`src/rtl/sjf_pkg.sv`:
```
// Shared types, widths and defaults for the shortest-job-first scheduler.
package sjf_pkg;

    localparam int MAX_JOBS_DEF   = 32;
    localparam int BURST_BITS_DEF = 16;

    localparam int ID_W    = 6;
    localparam int BURST_W = 16;
    localparam int TIME_W  = 21;
    localparam int SUM_W   = 26;

    typedef struct packed {
        logic [BURST_W-1:0] burst_time;
        logic               last_job;
    } t_in;

    typedef struct packed {
        logic [ID_W-1:0]    job_id;
        logic [BURST_W-1:0] job_burst;
        logic [TIME_W-1:0]  wait_time;
        logic [TIME_W-1:0]  turnaround_time;
        logic [SUM_W-1:0]   total_wait;
        logic [SUM_W-1:0]   total_turnaround;
        logic [ID_W-1:0]    job_count;
        logic               overflow_flag;
        logic               final_result;
    } t_out;

    typedef struct packed {
        logic insert;
        logic pop;
    } t_cell_ctl;

    localparam logic ST_LOAD = 1'b0;
    localparam logic ST_EMIT = 1'b1;

endpackage

```
`src/rtl/sjf_schedule_times.sv`:
```
// Top level of the shortest-job-first scheduler: job row, batch control and result stage.
// Jobs are taken one per cycle and slotted straight into a row of MAX_JOBS cells that keeps
// them ordered by ascending burst, with equal bursts in arrival order. The transfer marked
// last ends the batch: from the next cycle the row shifts one job per cycle into the result
// stage while the output is not stalled, so a batch of N stored jobs gives N results, and
// no input is taken until the last result has left the row. Jobs beyond MAX_JOBS are
// dropped and reported through the overflow flag of that batch.
module sjf_schedule_times #(
    parameter int MAX_JOBS   = sjf_pkg::MAX_JOBS_DEF,
    parameter int BURST_BITS = sjf_pkg::BURST_BITS_DEF
) (
    input  logic          i_clk,
    input  logic          i_rst_n,
    input  logic          i_in_valid,
    output logic          o_in_stall,
    input  sjf_pkg::t_in  i_in_data,
    output logic          o_out_valid,
    input  logic          i_out_stall,
    output sjf_pkg::t_out o_out_data
);
    import sjf_pkg::*;

    localparam int CW = $clog2(MAX_JOBS + 1);

    logic                  r_state, n_state;
    logic [CW-1:0]         r_count, n_count;
    logic                  r_dropped, n_dropped;
    logic [CW-1:0]         r_remaining, n_remaining;
    logic [CW-1:0]         r_batch_count, n_batch_count;
    logic                  r_batch_dropped, n_batch_dropped;

    logic                  accept;
    logic                  full;
    logic                  out_free;
    logic                  pop;
    t_cell_ctl             ctl;
    logic [BURST_BITS+BURST_W-1:0] in_ext;
    logic [BURST_BITS-1:0] new_burst;
    logic [CW-1:0]         new_id;

    logic [BURST_BITS-1:0] cell_burst [MAX_JOBS];
    logic [CW-1:0]         cell_id    [MAX_JOBS];
    logic                  cell_take  [MAX_JOBS];

    assign o_in_stall = (r_state == ST_EMIT);
    assign accept     = i_in_valid && !o_in_stall;
    assign full       = (r_count == CW'(MAX_JOBS));
    assign in_ext     = {{BURST_BITS{1'b0}}, i_in_data.burst_time};
    assign new_burst  = in_ext[BURST_BITS-1:0];
    assign new_id     = r_count + CW'(1);
    assign out_free   = !o_out_valid || !i_out_stall;
    assign pop        = (r_state == ST_EMIT) && out_free;
    assign ctl.insert = accept && !full;
    assign ctl.pop    = pop;

    for (genvar g = 0; g < MAX_JOBS; g++) begin : g_cell
        logic                  left_take;
        logic [BURST_BITS-1:0] left_burst;
        logic [CW-1:0]         left_id;
        logic [BURST_BITS-1:0] right_burst;
        logic [CW-1:0]         right_id;

        if (g == 0) begin : g_first
            assign left_take  = 1'b0;
            assign left_burst = new_burst;
            assign left_id    = new_id;
        end else begin : g_mid
            assign left_take  = cell_take[g-1];
            assign left_burst = cell_burst[g-1];
            assign left_id    = cell_id[g-1];
        end

        if (g == MAX_JOBS - 1) begin : g_last
            assign right_burst = cell_burst[g];
            assign right_id    = cell_id[g];
        end else begin : g_inner
            assign right_burst = cell_burst[g+1];
            assign right_id    = cell_id[g+1];
        end

        sjf_cell #(
            .BW (BURST_BITS),
            .IW (CW)
        ) u_cell (
            .i_clk         (i_clk),
            .i_ctl         (ctl),
            .i_occupied    (r_count > CW'(g)),
            .i_new_burst   (new_burst),
            .i_new_id      (new_id),
            .i_left_take   (left_take),
            .i_left_burst  (left_burst),
            .i_left_id     (left_id),
            .i_right_burst (right_burst),
            .i_right_id    (right_id),
            .o_take        (cell_take[g]),
            .o_burst       (cell_burst[g]),
            .o_id          (cell_id[g])
        );
    end

    always_comb begin
        n_state         = r_state;
        n_count         = r_count;
        n_dropped       = r_dropped;
        n_remaining     = r_remaining;
        n_batch_count   = r_batch_count;
        n_batch_dropped = r_batch_dropped;
        case (r_state)
            ST_LOAD: begin
                if (accept) begin
                    if (full) begin
                        n_dropped = 1'b1;
                    end else begin
                        n_count = r_count + CW'(1);
                    end
                    if (i_in_data.last_job) begin
                        n_state         = ST_EMIT;
                        n_remaining     = n_count;
                        n_batch_count   = n_count;
                        n_batch_dropped = n_dropped;
                        n_count         = '0;
                        n_dropped       = 1'b0;
                    end
                end
            end
            ST_EMIT: begin
                if (pop) begin
                    n_remaining = r_remaining - CW'(1);
                    if (r_remaining == CW'(1)) begin
                        n_state = ST_LOAD;
                    end
                end
            end
            default: begin
                n_state = ST_LOAD;
            end
        endcase
    end

    always_ff @(posedge i_clk) begin
        if (!i_rst_n) begin
            r_state     <= ST_LOAD;
            r_count     <= '0;
            r_dropped   <= 1'b0;
            r_remaining <= '0;
        end else begin
            r_state     <= n_state;
            r_count     <= n_count;
            r_dropped   <= n_dropped;
            r_remaining <= n_remaining;
        end
        r_batch_count   <= n_batch_count;
        r_batch_dropped <= n_batch_dropped;
    end

    sjf_emit #(
        .BW (BURST_BITS),
        .IW (CW)
    ) u_emit (
        .i_clk       (i_clk),
        .i_rst_n     (i_rst_n),
        .i_pop       (pop),
        .i_burst     (cell_burst[0]),
        .i_id        (cell_id[0]),
        .i_count     (r_batch_count),
        .i_dropped   (r_batch_dropped),
        .i_final     (r_remaining == CW'(1)),
        .i_out_stall (i_out_stall),
        .o_out_valid (o_out_valid),
        .o_out_data  (o_out_data)
    );

endmodule

```
`src/rtl/sjf_cell.sv`:
```
// One cell of the sorted job row: holds a burst and its identifier.
module sjf_cell #(
    parameter int BW = 16,
    parameter int IW = 6
) (
    input  logic                  i_clk,
    input  sjf_pkg::t_cell_ctl    i_ctl,
    input  logic                  i_occupied,
    input  logic [BW-1:0]         i_new_burst,
    input  logic [IW-1:0]         i_new_id,
    input  logic                  i_left_take,
    input  logic [BW-1:0]         i_left_burst,
    input  logic [IW-1:0]         i_left_id,
    input  logic [BW-1:0]         i_right_burst,
    input  logic [IW-1:0]         i_right_id,
    output logic                  o_take,
    output logic [BW-1:0]         o_burst,
    output logic [IW-1:0]         o_id
);
    import sjf_pkg::*;

    logic [BW-1:0] r_burst, n_burst;
    logic [IW-1:0] r_id, n_id;

    assign o_take  = !i_occupied || (r_burst > i_new_burst);
    assign o_burst = r_burst;
    assign o_id    = r_id;

    always_comb begin
        n_burst = r_burst;
        n_id    = r_id;
        if (i_ctl.pop) begin
            n_burst = i_right_burst;
            n_id    = i_right_id;
        end else if (i_ctl.insert) begin
            if (i_left_take) begin
                n_burst = i_left_burst;
                n_id    = i_left_id;
            end else if (o_take) begin
                n_burst = i_new_burst;
                n_id    = i_new_id;
            end
        end
    end

    always_ff @(posedge i_clk) begin
        r_burst <= n_burst;
        r_id    <= n_id;
    end

endmodule

```
`src/rtl/sjf_emit.sv`:
```
// Result stage: accumulates waiting and turnaround times and holds the output register.
module sjf_emit #(
    parameter int BW = 16,
    parameter int IW = 6
) (
    input  logic                  i_clk,
    input  logic                  i_rst_n,
    input  logic                  i_pop,
    input  logic [BW-1:0]         i_burst,
    input  logic [IW-1:0]         i_id,
    input  logic [IW-1:0]         i_count,
    input  logic                  i_dropped,
    input  logic                  i_final,
    input  logic                  i_out_stall,
    output logic                  o_out_valid,
    output sjf_pkg::t_out         o_out_data
);
    import sjf_pkg::*;

    logic                r_valid, n_valid;
    t_out                r_data, n_data;
    logic [SUM_W-1:0]    r_time, n_time;
    logic [SUM_W-1:0]    r_sum_wait, n_sum_wait;
    logic [SUM_W-1:0]    r_sum_turn, n_sum_turn;
    logic [BW+SUM_W-1:0] burst_sum_ext;
    logic [BW+BURST_W-1:0] burst_out_ext;
    logic [IW+ID_W-1:0]  id_ext;
    logic [IW+ID_W-1:0]  count_ext;
    logic [SUM_W-1:0]    burst_w;
    logic [SUM_W-1:0]    turn;

    assign burst_sum_ext = {{SUM_W{1'b0}}, i_burst};
    assign burst_out_ext = {{BURST_W{1'b0}}, i_burst};
    assign id_ext        = {{ID_W{1'b0}}, i_id};
    assign count_ext     = {{ID_W{1'b0}}, i_count};
    assign burst_w       = burst_sum_ext[SUM_W-1:0];
    assign turn          = r_time + burst_w;

    always_comb begin
        n_valid    = r_valid && i_out_stall;
        n_data     = r_data;
        n_time     = r_time;
        n_sum_wait = r_sum_wait;
        n_sum_turn = r_sum_turn;
        if (i_pop) begin
            n_valid                = 1'b1;
            n_data.job_id          = id_ext[ID_W-1:0];
            n_data.job_burst       = burst_out_ext[BURST_W-1:0];
            n_data.wait_time       = r_time[TIME_W-1:0];
            n_data.turnaround_time = turn[TIME_W-1:0];
            n_data.total_wait      = r_sum_wait + r_time;
            n_data.total_turnaround = r_sum_turn + turn;
            n_data.job_count       = count_ext[ID_W-1:0];
            n_data.overflow_flag   = i_dropped;
            n_data.final_result    = i_final;
            if (i_final) begin
                n_time     = '0;
                n_sum_wait = '0;
                n_sum_turn = '0;
            end else begin
                n_time     = turn;
                n_sum_wait = r_sum_wait + r_time;
                n_sum_turn = r_sum_turn + turn;
            end
        end
    end

    always_ff @(posedge i_clk) begin
        if (!i_rst_n) begin
            r_valid    <= 1'b0;
            r_time     <= '0;
            r_sum_wait <= '0;
            r_sum_turn <= '0;
        end else begin
            r_valid    <= n_valid;
            r_time     <= n_time;
            r_sum_wait <= n_sum_wait;
            r_sum_turn <= n_sum_turn;
        end
        r_data <= n_data;
    end

    assign o_out_valid = r_valid;
    assign o_out_data  = r_data;

endmodule
```
`config.mk`:
```
export PLATFORM = sky130hd
export DESIGN_NAME = sjf_schedule_times
export DESIGN_NICKNAME = d
export VERILOG_FILES = /design/src/rtl/sjf_pkg.sv /design/src/rtl/sjf_schedule_times.sv /design/src/rtl/sjf_cell.sv /design/src/rtl/sjf_emit.sv
export SDC_FILE = /design/constraint.sdc
export NUM_CORES = 2
export LEC_CHECK = 0
export ABC_AREA = 1
export BUFFER_PORTS_ARGS = -buffer_cell sky130_fd_sc_hd__buf_2
export CORE_ASPECT_RATIO = 0.75
export CORE_MARGIN = 5
export CORE_UTILIZATION = 40
export CTS_BUF_LIST = sky130_fd_sc_hd__clkbuf_4
export DETAILED_ROUTE_END_ITERATION = 16
export PLACE_DENSITY = 0.59
export SYNTH_ARGS = -nofsm -noshare
export SYNTH_HDL_FRONTEND = slang
export SYNTH_HIERARCHICAL = 1
export SYNTH_SLANG_ARGS = --single-unit
```
`constraint.sdc`:
```
create_clock -name i_clk -period 8.3 [get_ports i_clk]
set_input_delay 1.245 -clock i_clk [delete_from_list [all_inputs] [get_ports i_clk]]
set_output_delay 1.245 -clock i_clk [all_outputs]
set_load 0.01 [all_outputs]
```
==> run_summary.xml <==
<?xml version="1.0" encoding="UTF-8"?>
<metrics>
  <group name="die">
    <metric name="core_area" unit="mm2">0.157</metric>
    <metric name="floorplan.initialDensity" unit="">0.401</metric>
    <metric name="design.portCount" unit="">147</metric>
    <metric name="dieHeight" unit="um">354</metric>
    <metric name="total_die_area" unit="mm2">0.166</metric>
    <metric name="die-width" unit="um">468</metric>
    <metric name="number_of_cell_rows" unit="">126</metric>
  </group>
  <group name="cts">
    <metric name="tritoncts" unit="">done</metric>
    <metric name="post_cts.resized_instances" unit="">0</metric>
    <metric name="cts_inserted_buffers" unit="">281</metric>
    <metric name="cts_htree_levels" unit="">5</metric>
    <metric name="worstSkewPairLatency" unit="ps">1280</metric>
    <metric name="cts_max_path_buffers" unit="">4</metric>
    <metric name="postCtsSetupRepairBufs" unit="">0</metric>
    <metric name="postCtsHoldBufs" unit="">0</metric>
    <metric name="cts.root.buffer_cell" unit="">sky130_fd_sc_hd__clkbuf_4</metric>
    <metric name="clock_sink_count" unit="">928</metric>
    <metric name="cts.reportedPaths.clkPinSlew" unit="ps">70</metric>
  </group>
  <group name="synth">
    <metric name="synthesis.nets" unit="">7923</metric>
    <metric name="avgSynthCellArea" unit="um2">8.61</metric>
    <metric name="synth.cell_area" unit="mm2">0.0630</metric>
    <metric name="yosys_warnings" unit="">6</metric>
    <metric name="post_synth_inst_count" unit="">7314</metric>
  </group>
  <group name="sta">
    <metric name="worst_slew_pin_slew" unit="ps">1160</metric>
    <metric name="clock-skew-final" unit="ps">92.9</metric>
    <metric name="final_hold_viol_count" unit="">0</metric>
    <metric name="timing.max_slew.rel_slack" unit="">0.222</metric>
    <metric name="setup-tns-final" unit="ps">0</metric>
    <metric name="hold-worst-slack" unit="ps">278</metric>
    <metric name="fmax" unit="MHz">213</metric>
    <metric name="layout_setup_ws" unit="ps">3610</metric>
    <metric name="timing.final.setup_violations" unit="">0</metric>
    <metric name="final_period_minus_worst_setup_slack" unit="ps">4690</metric>
    <metric name="report.final.slew_viol_count" unit="">0</metric>
    <metric name="rsz0062_at_grt" unit="">no</metric>
    <metric name="final.period_utilization" unit="">0.565</metric>
  </group>
  <group name="worst_setup_path">
    <metric name="path_max_fanout" unit="">22</metric>
    <metric name="worst_setup_path_start_kind" unit="">flip-flop</metric>
    <metric name="critical-path-slowest-cell" unit="">sky130_fd_sc_hd__o21ai_0</metric>
    <metric name="cpPeakStageDelay" unit="ps">920</metric>
    <metric name="critical_path.endpoint_type" unit="">flip-flop</metric>
    <metric name="cp_cell_sequence" unit="">inv_1, ha_2, inv_1, a21oi_1, o21ai_0, nand2_1, buf_4, nor2_1, nand3_1, nand2_1, inv_1</metric>
    <metric name="critical_path.n_buffers_inverters" unit="">4</metric>
    <metric name="reg2reg_setup_slack" unit="ps">3610</metric>
    <metric name="critPathKind" unit="">reg -&gt; reg</metric>
    <metric name="critPathRequiredTime" unit="ps">9090</metric>
    <metric name="critical-path-top-delay-family" unit="">buffers and inverters</metric>
    <metric name="crit_top_cell" unit="">sky130_fd_sc_hd__inv_1</metric>
    <metric name="worst_ep_arrival_time" unit="ps">5480</metric>
  </group>
  <group name="place">
    <metric name="cell_area_placed" unit="mm2">0.0651</metric>
    <metric name="gp_congestion" unit="">0.918</metric>
    <metric name="placement.io_buffers" unit="">146</metric>
    <metric name="pre_cts_slack" unit="ps">2810</metric>
    <metric name="place_hpwl" unit="um">153000</metric>
  </group>
  <group name="cells_and_area">
    <metric name="seqCellArea" unit="mm2">0.0269</metric>
    <metric name="layout.cell_area.non_filler" unit="mm2">0.0684</metric>
    <metric name="multi_input_comb_area" unit="mm2">0.0310</metric>
    <metric name="num-nets-final" unit="">8136</metric>
    <metric name="areaGrowthSynthToFinish" unit="%">8.60</metric>
    <metric name="fill_cells" unit="">15570</metric>
    <metric name="drive_gt1_frac" unit="">0.118</metric>
  </group>
  <group name="pwr">
    <metric name="power.ir.vdd_worst" unit="V">0.000154</metric>
    <metric name="p_leak" unit="nW">30.0</metric>
    <metric name="powerDensity" unit="mW/mm2">209</metric>
  </group>
  <group name="global_route">
    <metric name="first_global_vias" unit="">50513</metric>
    <metric name="grt_antenna_before_repair" unit="">6</metric>
    <metric name="first_pass_grt_wire_length" unit="um">316000</metric>
    <metric name="grt.total_usage" unit="">0.248</metric>
    <metric name="grt-ovfl-total" unit="">0</metric>
    <metric name="grt_start_max_net_pins" unit="">125</metric>
  </group>
  <group name="min_path">
    <metric name="worst_hold_path_class" unit="">in -&gt; reg</metric>
  </group>
  <group name="detailed_routing">
    <metric name="routed_wire_length" unit="um">213000</metric>
    <metric name="detail_route.vias_per_cell" unit="">5.57</metric>
    <metric name="drt_drc_violations_left" unit="">0</metric>
    <metric name="antenna_violating_nets_post_route" unit="">0</metric>
    <metric name="detailedRoute.firstPassIterationCount" unit="">6</metric>
    <metric name="drt_iter0_markers" unit="">6906</metric>
    <metric name="dr_total_vias" unit="">54710</metric>
    <metric name="wire_per_inst" unit="um">21.7</metric>
  </group>
  <group name="job">
    <metric name="maximum_capacitance_violations" unit="">0</metric>
  </group>
  <group name="status">
    <metric name="status" unit="">finished, final reports clean</metric>
  </group>
</metrics>
-- state kept, by name, summed over array words and instances (netlist names), 6 cells and up --
signal                 flops
g_cell.u_cell/o_burst    512
r_count                    6
r_remaining                6
g_cell.u_cell/o_id       192
u_emit/o_out_data        124
r_batch_count              6
u_emit/r_sum_wait         26
u_emit/r_time             26
u_emit/r_sum_turn         26
-- cells in the final DEF (no fill, tap or decap), types with 6 or more instances in the layout --
cell type                  count
sky130_fd_sc_hd__o21a_1      418
sky130_fd_sc_hd__a21o_1       44
sky130_fd_sc_hd__buf_4        72
sky130_fd_sc_hd__nor3_2       35
sky130_fd_sc_hd__a21oi_1     929
sky130_fd_sc_hd__o21ai_0      69
sky130_fd_sc_hd__clkbuf_4    405
sky130_fd_sc_hd__nor2_1      537
sky130_fd_sc_hd__inv_2        86
sky130_fd_sc_hd__edfxtp_1    835
sky130_fd_sc_hd__buf_2       143
sky130_fd_sc_hd__nand4_1      54
sky130_fd_sc_hd__o21bai_1      8
sky130_fd_sc_hd__o211ai_1    416
sky130_fd_sc_hd__nand2_1    1677
sky130_fd_sc_hd__nor3_1       13
sky130_fd_sc_hd__or2_2        33
sky130_fd_sc_hd__nand2_2      48
sky130_fd_sc_hd__clkinv_1     75
sky130_fd_sc_hd__nand3_1     176
sky130_fd_sc_hd__ha_1        584
sky130_fd_sc_hd__dfxtp_1      93
sky130_fd_sc_hd__diode_2       7
sky130_fd_sc_hd__o21ai_2       6
sky130_fd_sc_hd__nor2_2       40
sky130_fd_sc_hd__and2_1       15
sky130_fd_sc_hd__nor2_4        7
sky130_fd_sc_hd__inv_1       754
sky130_fd_sc_hd__a21oi_2       7
sky130_fd_sc_hd__xnor2_1      16
sky130_fd_sc_hd__xor2_1       37
sky130_fd_sc_hd__o21ai_1       7
-- cell type report --
type | count | share of cell area
multi-input cells | 5227 | 0.453
flip-flops and latches | 928 | 0.394
inverters | 872 | 0.0480
clock buffers | 405 | 0.0445
well taps | 2112 | 0.0386
repair buffers | 217 | 0.0190
clock inverters | 46 | 0.00291
diodes | 7 | 0.000256
-- where the power goes --
| group | switching [mW] | total (mW) | leakage [nW] | internal (mW) |
|---|---|---|---|---|
| Sequential | 0.680 | 6.63 | 8.78 | 5.95 |
| Combinational | 2.08 | 3.29 | 19.2 | 1.21 |
| Clock | 2.11 | 4.35 | 1.96 | 2.24 |
| Total | 4.87 | 14.3 | 30.0 | 9.40 |
-- final timing paths --
check,startpoint,endpoint,cells past startpoint
min,i_out_stall,u_emit/o_out_valid$_SDFF_PN0_,3
max,r_count[1]$_SDFFE_PN0P_,g_cell[21].u_cell/o_burst[10]$_DFFE_PP_,11
min reg2reg,r_batch_count[2]$_DFFE_PP_,u_emit/o_out_data[4]$_DFFE_PP_,0
max reg2reg,r_count[1]$_SDFFE_PN0P_,g_cell[21].u_cell/o_burst[10]$_DFFE_PP_,11
-- routing by layer --
metal  share of wire  global-route usage  wire length, um
met5         0.00038             0.00350               80
met1            0.48               0.394           102000
met2            0.38               0.320            81300
met3            0.12              0.0692            25300
met4           0.022              0.0678             4590
-- stage by stage --
step / total power, mW / std cells / util
floorplan: 8.69 / 7314 / -
global placement: 9.82 / 9356 / 0.415
detailed placement: 9.91 / 9356 / 0.415
CTS: 14.3 / 9807 / 0.436
global route: 15.1 / 9814 / 0.436
finish: 14.3 / 9814 / 0.436
-- worst min-delay path: cells and delay by family --
family / cells / cell delay [ps]
AOI/OAI and AO/OA: 1 / 50
buffers and inverters: 1 / 100
and+or+nand+nor: 1 / 50
No activity file was read; power rests on OpenSTA's default activity.
